`config.mk`:
```
export PLATFORM = sky130hd
export DESIGN_NAME = threshold_heart_rate_averager_unit_flat
export DESIGN_NICKNAME = d
export VERILOG_FILES = /design/src/hdl/thra_pkg.sv /design/src/hdl/thra_if.sv /design/src/hdl/thra_ctrl.sv /design/src/hdl/thra_dp.sv /design/src/hdl/threshold_heart_rate_averager_unit.sv /design/src/flat_wrapper.sv
export VERILOG_INCLUDE_DIRS = /design/src /design/src/hdl
export SDC_FILE = /design/constraint.sdc
export NUM_CORES = 1
export LEC_CHECK = 0
export ABC_AREA = 1
export BUFFER_PORTS_ARGS = -buffer_cell sky130_fd_sc_hd__clkbuf_2
export CORE_ASPECT_RATIO = 0.75
export CORE_UTILIZATION = 35
export DETAILED_ROUTE_END_ITERATION = 7
export PLACE_DENSITY = 0.57
export SETUP_SLACK_MARGIN = 0.02
export SLEW_MARGIN = 15
export SYNTH_ARGS = -nofsm -noshare
export SYNTH_HDL_FRONTEND = slang
export SYNTH_HIERARCHICAL = 1
export SYNTH_SLANG_ARGS = --single-unit
```
`constraint.sdc`:
```
create_clock -name clock -period 7.67 [get_ports clock]
set_input_delay 1.534 -clock clock [delete_from_list [all_inputs] [get_ports clock]]
set_output_delay 1.534 -clock clock [all_outputs]
set_load 0.005 [all_outputs]
```
`src/hdl/threshold_heart_rate_averager_unit_defines.svh`:
```
// Assertion macros for the heart-rate averager top level.
`ifndef THRESHOLD_HEART_RATE_AVERAGER_UNIT_DEFINES_SVH
`define THRESHOLD_HEART_RATE_AVERAGER_UNIT_DEFINES_SVH

// same-cycle implication, checked at every clock edge outside reset
`define THRA_CHECK_NOW(label, clk, rst, ante, cons) \
   label: assert property (@(posedge clk) disable iff (rst) (ante) |-> (cons)) \
      else $error("heart-rate averager check failed");

// next-cycle implication
`define THRA_CHECK_NEXT(label, clk, rst, ante, cons) \
   label: assert property (@(posedge clk) disable iff (rst) (ante) |=> (cons)) \
      else $error("heart-rate averager check failed");

`endif

```
`src/hdl/thra_pkg.sv`:
```
// Shared constants and controller/datapath command and status types.
package thra_pkg;

   localparam int THRA_ENTRIES   = 8;
   localparam int THRA_SAMPLE_W  = 12;
   localparam int THRA_TIME_W    = 48;
   localparam int THRA_BPM_W     = 16;
   localparam int THRA_RATE_W    = 24;
   localparam int THRA_FRAC_W    = 8;
   localparam int THRA_DIV_STEPS = THRA_RATE_W;
   localparam int THRA_CNT_W     = $clog2(THRA_DIV_STEPS);

   // 60000 bpm-ms scaled to 16.8 fixed point
   localparam logic [THRA_RATE_W-1:0]   THRA_RATE_NUM  = 24'd15360000;
   localparam logic [THRA_SAMPLE_W-1:0] THRA_THR_RESET = 12'd2048;

   typedef struct packed {
      logic load_in;        // capture the request beat
      logic mem_read;       // fetch the slot about to be replaced
      logic div_load_rate;  // start rate division
      logic div_step;       // one restoring-division iteration
      logic update;         // write slot, update running sum
      logic emit;           // average the sum into the result register
   } thra_cmd_type;

   typedef struct packed {
      logic beat_ok;        // sample above threshold and interval positive
      logic out_free;       // result register can take a value this cycle
   } thra_stat_type;

endpackage

```
`src/hdl/thra_if.sv`:
```
// Request and response channel interfaces.
interface thra_req_if;
   import thra_pkg::*;
   logic                     valid;
   logic                     ready;
   logic [THRA_SAMPLE_W-1:0] sample;
   logic [THRA_TIME_W-1:0]   time_ms;

   modport source (output valid, output sample, output time_ms, input ready);
   modport sink   (input valid, input sample, input time_ms, output ready);
endinterface

interface thra_rsp_if;
   import thra_pkg::*;
   logic                  valid;
   logic                  ready;
   logic [THRA_BPM_W-1:0] bpm;

   modport source (output valid, output bpm, input ready);
   modport sink   (input valid, input bpm, output ready);
endinterface

```
`src/hdl/thra_ctrl.sv`:
```
// Sequencing state machine for the heart-rate averager.
module thra_ctrl
   import thra_pkg::*;
(
   input  logic          clock,
   input  logic          reset,
   input  logic          req_valid,
   output logic          req_ready,
   input  thra_stat_type stat,
   output thra_cmd_type  cmd
);

   typedef enum logic [4:0] {
      ST_IDLE     = 5'b00001,
      ST_CHECK    = 5'b00010,
      ST_DIV_RATE = 5'b00100,
      ST_UPDATE   = 5'b01000,
      ST_EMIT     = 5'b10000
   } state_type;

   localparam logic [THRA_CNT_W-1:0] LAST_STEP = THRA_CNT_W'(THRA_DIV_STEPS - 1);

   state_type             state_ff, state_in;
   logic [THRA_CNT_W-1:0] cnt_ff, cnt_in;

   always_comb begin
      state_in  = state_ff;
      cnt_in    = cnt_ff;
      cmd       = '0;
      req_ready = 1'b0;
      unique case (state_ff)
         ST_IDLE: begin
            req_ready = 1'b1;
            if (req_valid) begin
               cmd.load_in = 1'b1;
               state_in    = ST_CHECK;
            end
         end
         ST_CHECK: begin
            cmd.mem_read = 1'b1;
            cnt_in       = '0;
            if (stat.beat_ok) begin
               cmd.div_load_rate = 1'b1;
               state_in          = ST_DIV_RATE;
            end else begin
               state_in = ST_IDLE;
            end
         end
         ST_DIV_RATE: begin
            cmd.div_step = 1'b1;
            cnt_in       = cnt_ff + 1'b1;
            if (cnt_ff == LAST_STEP) begin
               state_in = ST_UPDATE;
            end
         end
         ST_UPDATE: begin
            cmd.update = 1'b1;
            state_in   = ST_EMIT;
         end
         ST_EMIT: begin
            if (stat.out_free) begin
               cmd.emit = 1'b1;
               state_in = ST_IDLE;
            end
         end
         default: begin
            state_in = ST_IDLE;
         end
      endcase
   end

   always_ff @(posedge clock) begin
      if (reset) begin
         state_ff <= ST_IDLE;
         cnt_ff   <= '0;
      end else begin
         state_ff <= state_in;
         cnt_ff   <= cnt_in;
      end
   end

endmodule

```
`src/hdl/thra_dp.sv`:
```
// Datapath: threshold test, rate ring, running sum, serial rate divider, averaging multiplier.
module thra_dp
   import thra_pkg::*;
#(
   parameter int ENTRIES = THRA_ENTRIES,
   parameter int IDX_W   = $clog2(ENTRIES),
   parameter int SUM_W   = THRA_RATE_W + $clog2(ENTRIES)
) (
   input  logic                     clock,
   input  logic                     reset,
   input  logic                     csr_we,
   input  logic [THRA_SAMPLE_W-1:0] csr_wdata,
   input  logic [THRA_SAMPLE_W-1:0] in_sample,
   input  logic [THRA_TIME_W-1:0]   in_time,
   input  thra_cmd_type             cmd,
   output thra_stat_type            stat,
   input  logic                     rsp_ready,
   output logic                     rsp_valid,
   output logic [THRA_BPM_W-1:0]    rsp_bpm
);

   localparam int RW = THRA_RATE_W;
   localparam int TW = THRA_TIME_W;

   // average = floor((sum >> 8) / ENTRIES) by exact reciprocal multiplication
   localparam int AVG_IN_W  = SUM_W - THRA_FRAC_W;
   localparam int MUL_W     = AVG_IN_W + 1;
   localparam int AVG_SHIFT = AVG_IN_W + $clog2(ENTRIES);
   localparam logic [MUL_W-1:0] AVG_MUL =
      MUL_W'(((64'd1 << AVG_SHIFT) + 64'(ENTRIES) - 64'd1) / 64'(ENTRIES));

   logic [THRA_SAMPLE_W-1:0] thr_ff, thr_in;
   logic [THRA_SAMPLE_W-1:0] sample_ff;
   logic [TW-1:0]            time_ff;
   logic [TW-1:0]            last_ff, last_in;
   logic [IDX_W-1:0]         idx_ff, idx_in;
   logic [ENTRIES-1:0]       valid_ff, valid_in;
   logic [RW-1:0]            ring_mem [ENTRIES];
   logic [RW-1:0]            rd_ff;
   logic                     rdv_ff;
   logic [SUM_W-1:0]         total_ff, total_in;
   logic [RW-1:0]            rem_ff, rem_in;
   logic [RW-1:0]            quo_ff, quo_in;
   logic [TW-1:0]            den_ff, den_in;
   logic                     out_valid_ff, out_valid_in;
   logic [THRA_BPM_W-1:0]    bpm_ff, bpm_in;

   logic [RW:0]                 trial;
   logic                        fits;
   logic [RW:0]                 diff;
   logic [RW-1:0]               old_rate;
   logic [AVG_IN_W+MUL_W-1:0]   avg_prod;

   // restoring division step; remainder never exceeds the numerator prefix
   assign trial    = {rem_ff, quo_ff[RW-1]};
   assign fits     = {{(TW-RW-1){1'b0}}, trial} >= den_ff;
   assign diff     = trial - den_ff[RW:0];
   assign old_rate = rdv_ff ? rd_ff : '0;
   assign avg_prod = total_ff[SUM_W-1:THRA_FRAC_W] * AVG_MUL;

   assign stat.beat_ok  = (sample_ff > thr_ff) && (time_ff > last_ff);
   assign stat.out_free = !out_valid_ff || rsp_ready;

   always_comb begin
      thr_in       = csr_we ? csr_wdata : thr_ff;
      last_in      = last_ff;
      idx_in       = idx_ff;
      valid_in     = valid_ff;
      total_in     = total_ff;
      rem_in       = rem_ff;
      quo_in       = quo_ff;
      den_in       = den_ff;
      out_valid_in = out_valid_ff;
      bpm_in       = bpm_ff;

      if (out_valid_ff && rsp_ready) begin
         out_valid_in = 1'b0;
      end
      if (cmd.div_load_rate) begin
         rem_in = '0;
         quo_in = THRA_RATE_NUM;
         den_in = time_ff - last_ff;
      end
      if (cmd.div_step) begin
         rem_in = fits ? diff[RW-1:0] : trial[RW-1:0];
         quo_in = {quo_ff[RW-2:0], fits};
      end
      if (cmd.update) begin
         // quo_ff holds the new 16.8 rate here
         total_in        = total_ff - SUM_W'(old_rate) + SUM_W'(quo_ff);
         valid_in[idx_ff] = 1'b1;
         last_in         = time_ff;
         idx_in          = (idx_ff == IDX_W'(ENTRIES - 1)) ? '0 : idx_ff + 1'b1;
      end
      if (cmd.emit) begin
         out_valid_in = 1'b1;
         bpm_in       = avg_prod[AVG_SHIFT +: THRA_BPM_W];
      end
   end

   // ring store
   always_ff @(posedge clock) begin
      if (cmd.update) begin
         ring_mem[idx_ff] <= quo_ff;
      end
      if (cmd.mem_read) begin
         rd_ff <= ring_mem[idx_ff];
      end
   end

   always_ff @(posedge clock) begin
      if (cmd.mem_read) begin
         rdv_ff <= valid_ff[idx_ff];
      end
      if (cmd.load_in) begin
         sample_ff <= in_sample;
         time_ff   <= in_time;
      end
      rem_ff <= rem_in;
      quo_ff <= quo_in;
      den_ff <= den_in;
      bpm_ff <= bpm_in;
   end

   always_ff @(posedge clock) begin
      if (reset) begin
         thr_ff       <= THRA_THR_RESET;
         last_ff      <= '0;
         idx_ff       <= '0;
         valid_ff     <= '0;
         total_ff     <= '0;
         out_valid_ff <= 1'b0;
      end else begin
         thr_ff       <= thr_in;
         last_ff      <= last_in;
         idx_ff       <= idx_in;
         valid_ff     <= valid_in;
         total_ff     <= total_in;
         out_valid_ff <= out_valid_in;
      end
   end

   assign rsp_valid = out_valid_ff;
   assign rsp_bpm   = bpm_ff;

endmodule

```
`src/hdl/threshold_heart_rate_averager_unit.sv`:
```
// Top level of the threshold beat detector with moving-average heart rate.
//
//  - req_ch carries one sensor beat: a 12-bit sample and its 48-bit ms timestamp.
//  - A sample strictly above the threshold is a beat (level test). If its
//    timestamp is later than the last beat's, one bpm beat leaves on rsp_ch;
//    otherwise the request produces nothing and no state changes.
//  - csr_we/csr_wdata write the 12-bit threshold; write only while idle.
//  - Sequence: a request that gives no result passes capture and test only.
//    A beat reaches the result register through capture and test,
//    24 restoring-divider iterations for 60000*256/interval, one step to
//    replace the ring slot and adjust the running sum, and one for the
//    average (reciprocal multiply by 1/ENTRIES) into the result register.
//    The request side is freed again once the result is emitted.
//  - One request at a time: req_ch.ready is high only between requests.
//  - The bpm waits in an output register, so the next request is taken meanwhile;
//    a beat finished while rsp_ch is stalled holds in the emit step until it frees.
//  - Reset (synchronous, active high) empties the ring at once through
//    per-slot valid bits, zeroes the sum, index and last beat time, and
//    sets the threshold to 2048. No clearing pass is needed.
`include "threshold_heart_rate_averager_unit_defines.svh"

module threshold_heart_rate_averager_unit
   import thra_pkg::*;
#(
   parameter int ENTRIES = THRA_ENTRIES
) (
   input  logic                     clock,
   input  logic                     reset,
   thra_req_if.sink                 req_ch,
   thra_rsp_if.source               rsp_ch,
   input  logic                     csr_we,
   input  logic [THRA_SAMPLE_W-1:0] csr_wdata
);

   localparam int IDX_W = $clog2(ENTRIES);
   localparam int SUM_W = THRA_RATE_W + $clog2(ENTRIES);

   thra_cmd_type  ctrl_cmd;
   thra_stat_type dp_stat;

   // sequencer: owns the request handshake and the division iteration count
   thra_ctrl u_ctrl (
      .clock     (clock),
      .reset     (reset),
      .req_valid (req_ch.valid),
      .req_ready (req_ch.ready),
      .stat      (dp_stat),
      .cmd       (ctrl_cmd)
   );

   // datapath: ring, sum, divider, averaging multiplier and the result register
   thra_dp #(
      .ENTRIES (ENTRIES),
      .IDX_W   (IDX_W),
      .SUM_W   (SUM_W)
   ) u_dp (
      .clock     (clock),
      .reset     (reset),
      .csr_we    (csr_we),
      .csr_wdata (csr_wdata),
      .in_sample (req_ch.sample),
      .in_time   (req_ch.time_ms),
      .cmd       (ctrl_cmd),
      .stat      (dp_stat),
      .rsp_ready (rsp_ch.ready),
      .rsp_valid (rsp_ch.valid),
      .rsp_bpm   (rsp_ch.bpm)
   );

   // one request in flight: the beat after acceptance is never taken
   `THRA_CHECK_NEXT(a_one_in_flight, clock, reset, req_ch.valid && req_ch.ready, !req_ch.ready)
   // a result appears only through the emit step
   `THRA_CHECK_NOW(a_rsp_from_emit, clock, reset, $rose(rsp_ch.valid), $past(ctrl_cmd.emit))
   // a taken result is not repeated unless a new one was emitted
   `THRA_CHECK_NEXT(a_no_repeat, clock, reset,
                    rsp_ch.valid && rsp_ch.ready && !ctrl_cmd.emit, !rsp_ch.valid)

endmodule

```
`src/flat_wrapper.sv`:
```
// flat-port wrapper written by rule: the top's interface ports become plain ports
module threshold_heart_rate_averager_unit_flat import thra_pkg::*;
#(
   parameter int ENTRIES = THRA_ENTRIES
)
  (clock, reset, csr_we, csr_wdata, req_ch_valid, req_ch_sample, req_ch_time_ms, req_ch_ready, rsp_ch_valid, rsp_ch_bpm, rsp_ch_ready);
  thra_req_if req_ch_i ();
  thra_rsp_if rsp_ch_i ();
  input  logic clock;
  input  logic reset;
  input  logic csr_we;
  input  logic [THRA_SAMPLE_W-1:0] csr_wdata;
  input wire logic [$bits(req_ch_i.valid)-1:0] req_ch_valid;
  input wire logic [$bits(req_ch_i.sample)-1:0] req_ch_sample;
  input wire logic [$bits(req_ch_i.time_ms)-1:0] req_ch_time_ms;
  output wire logic [$bits(req_ch_i.ready)-1:0] req_ch_ready;
  output wire logic [$bits(rsp_ch_i.valid)-1:0] rsp_ch_valid;
  output wire logic [$bits(rsp_ch_i.bpm)-1:0] rsp_ch_bpm;
  input wire logic [$bits(rsp_ch_i.ready)-1:0] rsp_ch_ready;
  assign req_ch_i.valid = req_ch_valid;
  assign req_ch_i.sample = req_ch_sample;
  assign req_ch_i.time_ms = req_ch_time_ms;
  assign req_ch_ready = req_ch_i.ready;
  assign rsp_ch_valid = rsp_ch_i.valid;
  assign rsp_ch_bpm = rsp_ch_i.bpm;
  assign rsp_ch_i.ready = rsp_ch_ready;
  threshold_heart_rate_averager_unit #(.ENTRIES(ENTRIES)) u_core (.clock(clock), .reset(reset), .req_ch(req_ch_i), .rsp_ch(rsp_ch_i), .csr_we(csr_we), .csr_wdata(csr_wdata));
endmodule
```
[After elaboration in Yosys (flattened, before gate mapping)]
Memories as Yosys holds them, arrays and structs flattened. A register that Yosys moved wholly into a read port is not among the register bits.
Cells that the tools add are included.
Word-level totals
  flip-flop bits (word level): 282
  memory bits (writable): 192
  bits of input ports: 77
  memories kept: 1
Cells by class
  $add $sub $neg: 6
  order comparisons: 5
  equal/unequal tests: 10
  muxes and demuxes: 30
  bitwise logic cells: 1
  reduce and logical (&&, ||, !) cells: 9
Memory list
  u_core.u_dp.ring_mem: depth 8, bits a word 24, rd ports 1, clocked after memory_dff 1, write ports 1, RTL line thra_dp.sv:38  | logic [RW-1:0] ring_mem [ENTRIES];
Operator list (number)
  two-way mux 24 bit: 6
  greater-or-equal comparator 25 x 48 -> 1 bit: 1
  greater-than comparator 48 bit: 1
  subtractor 48 bit: 1
  adder 27 x 24 -> 27 bit: 1
  subtractor 27 x 24 -> 27 bit: 1
  one-hot mux 5 bit (5 select lines): 1
  subtractor 24 bit: 1
  two-way mux 5 bit: 3
  two-way mux 1 bit: 14
  greater-than comparator 12 bit: 1
  equality test 5 bit (second input constant): 2
  one-hot mux 5 bit (2 select lines): 1
  bitwise OR 8 bit: 1
  two-way mux 3 bit: 2
  nonzero test 2 bit: 3
  adder 5 x 1 -> 5 bit (second input constant): 1
  equality test 5 x 1 -> 1 bit (second input constant): 1
  equality test 5 x 2 -> 1 bit (second input constant): 1
  equality test 5 x 3 -> 1 bit (second input constant): 1
  equality test 5 x 4 -> 1 bit (second input constant): 1
  < comparator 3 x 4 -> 1 bit (second input constant): 1
  inequality test 2 bit (second input constant): 2
  adder 3 x 1 -> 3 bit (second input constant): 1
  other kinds (10): 12

[Depth between registers and ports, before layout]
  depth in word-level cells: 6
  mapped depth: 18
  mapped depth without buffers: 17

[By module]
Netlist, hierarchy kept.
Modules (own cells, without submodules)
  thra_dp: instances 1, cells each 2972, area an instance 25897.3 um2
  thra_ctrl: instances 1, cells each 86, area an instance 610.6 um2

[Least setup slack after synthesis]
OpenSTA, ideal clock, no wires.
  path type: input to register
  start: input port req_ch_valid
  end: register u_core.u_dp.sample_ff[0], enable pin
  library setup time: 0.478 ns
  arrival time: 4.079 ns
  required time: 7.192 ns
  path slack: 3.112 ns
  stages: 2
  buffers on the path: 0
  cells stage by stage: inv_1 nor2_1
RTL lines
  from (decl): RTL line flat_wrapper.sv:13  | input wire logic [$bits(req_ch_i.valid)-1:0] req_ch_valid;
  to (signal assigned): RTL line thra_dp.sv:116  | sample_ff <= in_sample;
  to (decl): RTL line thra_dp.sv:33  | logic [THRA_SAMPLE_W-1:0] sample_ff;

==> impl_results.md <==
* Status: finished clean
* Initial antenna violation count at 3
* DP HPWL at 54500 um
* Leak at 12.9 nW
* CTS tree: yes
* Vias per cell at 4.96
* Remaining antenna violation count at 0
* Fin Clk Skew at 21.5 ps
* Post-Route WL at 75200 um
* Distinct cell type count after synthesis at 43
* Die span in y at 240 um
* Site row count at 86
* Mean Syn Cell Area at 8.67 um2
* Largest area contributor in the netlist: edfxtp_1
* Fillers at 7426
* Post-CTS Repair Setup Buffers at 0
* Synth top area share at 0.441
* CTS sink count at 498
* Clock share of power at 0.406
* Root Buffer: clkbuf_16
* Total CTS buffers at 52
* Global-route wire length before repair at 115000 um
* Worst path required time at 7910 ps
* Switching Share at 0.265
* Top Ports at 95
* PwrDens at 219 nW/um2
* Core ar. at 74100 um2
* Worst VDD drop at 143 uV
* Input/output buffers at 94
* CP Max Fanout at 49
* H-tree Lvls at 2
* Multiplexer area fraction after synthesis at 0
* Crit end category: register
* Fmax at 0.233 GHz
* Min Tclk post-route at 4300 ps
* Hold_buf cts at 0
* Violation count after the first detailed-route iteration at 1946
* CP Launch Type: register
* GRT Residual Overflow at 0
* Largest net degree at the start of global routing at 96
* Placer Congestion at 0.938
* Sw power at 1.73 mW
* RSZ-0062 raised after global routing: no
* Crit share post-route at 0.560
* Post-Syn Instances at 3058
* Seq/Total Area, Yosys at 0.523
* WP data arrival at 4540 ps
* Fraction of layout instances using a drive strength above 1 at 0.0791
* Top cells by area, synth: edfxtp_1 (44%), nand2_1 (9.4%), dfxtp_1 (8.2%)
* Compound-Gate Fraction of Synth Area at 0.101
* Largest family of logic cells by synthesized area: simple AND/OR/NAND/NOR gates
* Worst-margin pin slew at 1090 ps
* Final TNS setup at 0 ps
* Register area at 13900 um2
* Skew-Pair Late Insertion Delay at 620 ps
* Total of max-cap violations at 0
* Number of diodes at 0
* Tot Pwr at 6.53 mW
* Syn_nets at 3276
* #FFs+latches synth at 498
* Multi-input logic area at 10400 um2
* R2R Setup Slk at 3370 ps
* Final setup viols at 0
* Reg power frac at 0.464
* Starting Density at 0.358
* Xor/xnor cell area share of the yosys netlist at 0.0205
* Hold_ws at 434 ps
* Gr usage total at 0.196
* Die area at 76900 um2
* Routed len/inst at 18.0 um
* Vias post-DR at 20700
* Clock Path Buffers at 3
* Synthesized cell area at 26500 um2
* 1st-pass router iterations at 5
* Ys Warns at 6
* Final Hold Fails at 0
* Die Span X at 320 um
* Worst slew margin at 0.275
* # resized after CTS at 0
* Post-Synth Adder-Cell Area at 0.0739
* Slew Viols, Final at 0
* Combinational share of power at 0.130
* Vias in the first global route at 19200
* Remaining DRCs at 0
* Area Overhead vs Synth at 12.7%
* Worst Hold Class: register to register
* Synth Area in Simple Gates at 0.195
* Clock transition at path regs at 60 ps
* Nets at 3373
* Pint at 4.80 mW
* Final Util at 0.403
* WS Path Type: register to register
[synth_stat cells (all sizes together)]
master   count
o21bai      15
a22o         1
a21oi      221
a31oi        1
nand2      675
and2         4
dfxtp      109
o2111ai     24
nor3        18
ha         115
clkbuf      57
or2          4
edfxtp     389
clkinv       3
a21boi       1
o21ai      221
nor2       393
nand3b      10
inv        535
o211ai       2
a21o         1
buf         14
fa          26
xor2        54
xnor2        8
nand4       43
nand3       99
o21a         9
nor4         4
a211oi       2
[power groups by stage]
stage	combinational, mW	clock, mW	sequential, mW
2_1_floorplan	0.538	0	3.08
3_3_place_gp	0.835	0	3.08
3_5_place_dp	0.827	0	3.09
4_1_cts	0.831	2.71	3.03
5_1_grt	0.939	2.82	3.04
6_report	0.852	2.65	3.03
[metal layers]
layer	track usage	up-vias	routed length, um
met5	0	-	27
met4	0.0379	4	1150
met3	0.0444	84	6440
met2	0.252	674	27400
met1	0.322	9738	40200
li1	-	10200	-
[registers in the layout, summed over array words and instances, names as in the netlist, 3 cells and up]
name                    cells
u_core/u_dp/idx_ff          3
u_core/u_dp/den_ff         48
u_core/u_dp/sample_ff      12
u_core/u_dp/valid_ff        8
u_core/u_dp/rsp_bpm        16
u_core/u_dp/time_ff        48
u_core/u_dp/ring_mem      192
u_core/u_dp/rem_ff         24
u_core/u_dp/rd_ff          24
u_core/u_dp/thr_ff         12
u_core/u_ctrl/cnt_ff        5
u_core/u_dp/last_ff        48
u_core/u_dp/total_ff       27
u_core/u_ctrl/state_ff      5
u_core/u_dp/quo_ff         24
[per-stage QoR]
stage / setup slack, ps / instance area (um2) / std cells
2_1_floorplan: 3110 / 26500 / 3058
3_3_place_gp: 3400 / 28100 / 4069
3_5_place_dp: 3400 / 28100 / 4069
4_1_cts: 3360 / 29900 / 4166
5_1_grt: 2970 / 29900 / 4166
6_report: 3370 / 29900 / 4166
[placed cells by master (no fill, tap or decap), types with 3 or more instances in the layout]
cell type   instances
clkbuf_2           94
nor2_4              7
a21oi_1           220
inv_2               7
and2_1              4
o21ai_0           220
o2111ai_1          24
clkbuf_8            5
dfxtp_1           108
nor3_1             16
o21bai_1           15
nor2_1            369
nand2_2            12
nand4_1            43
clkinv_4            3
clkinvlp_4          3
xnor2_1             8
clkinv_1            6
nor4_1              4
buf_4              20
nand3b_1           10
xor2_1             54
nor2_2             16
clkbuf_1           11
nand3_1            97
nand2_1           661
o21a_1              9
ha_1              115
inv_1             527
edfxtp_1          389
bufinv_16           7
clkinv_2            8
fa_1               26
clkbuf_16          53
inv_6               4
or2_2               4
[path summary, 6_finish.rpt]
check                      endpoint                      from  cells after the start
max reg2reg  u_core/u_dp/quo_ff[17]    u_core/u_dp/time_ff[0]                     16
min          u_core/u_dp/rsp_bpm[7]  u_core/u_dp/total_ff[18]                      0
max          u_core/u_dp/quo_ff[17]    u_core/u_dp/time_ff[0]                     16
min reg2reg  u_core/u_dp/rsp_bpm[7]  u_core/u_dp/total_ff[18]                      0
[worst max-delay path, cell delays in order (launching register included)]
cell and delay, ps:
edfxtp_1 340, inv_1 60, ha_1 220, fa_1 400, o21ai_1 380, nand2_1 90
nand2_1 150, nand3_1 90, nand2_1 120, nand2_1 70, nand2_1 60, nor2_1 40
nor2_1 170, nand2_1 140, inv_2 740, or2_2 240, buf_4 580
[cells by family after synthesis]
kind of cell               Yosys count
adders and majority gates          141
DFF                                498
AOI/OAI and AO/OA                  498
buffers and inverters              609
and+or+nand+nor                   1250
xor gates and xnor gates            62
[final cells by class]
type	count	share of cell area
Clock buffer	69	0.0481
Clock inverter	28	0.0116
Inverter	538	0.0677
Multi-Input combinational cell	1951	0.347
Sequential cell	498	0.464
Tap cell	968	0.0405
Timing Repair Buffer	114	0.0208
No activity file was read; power rests on OpenSTA's default activity.
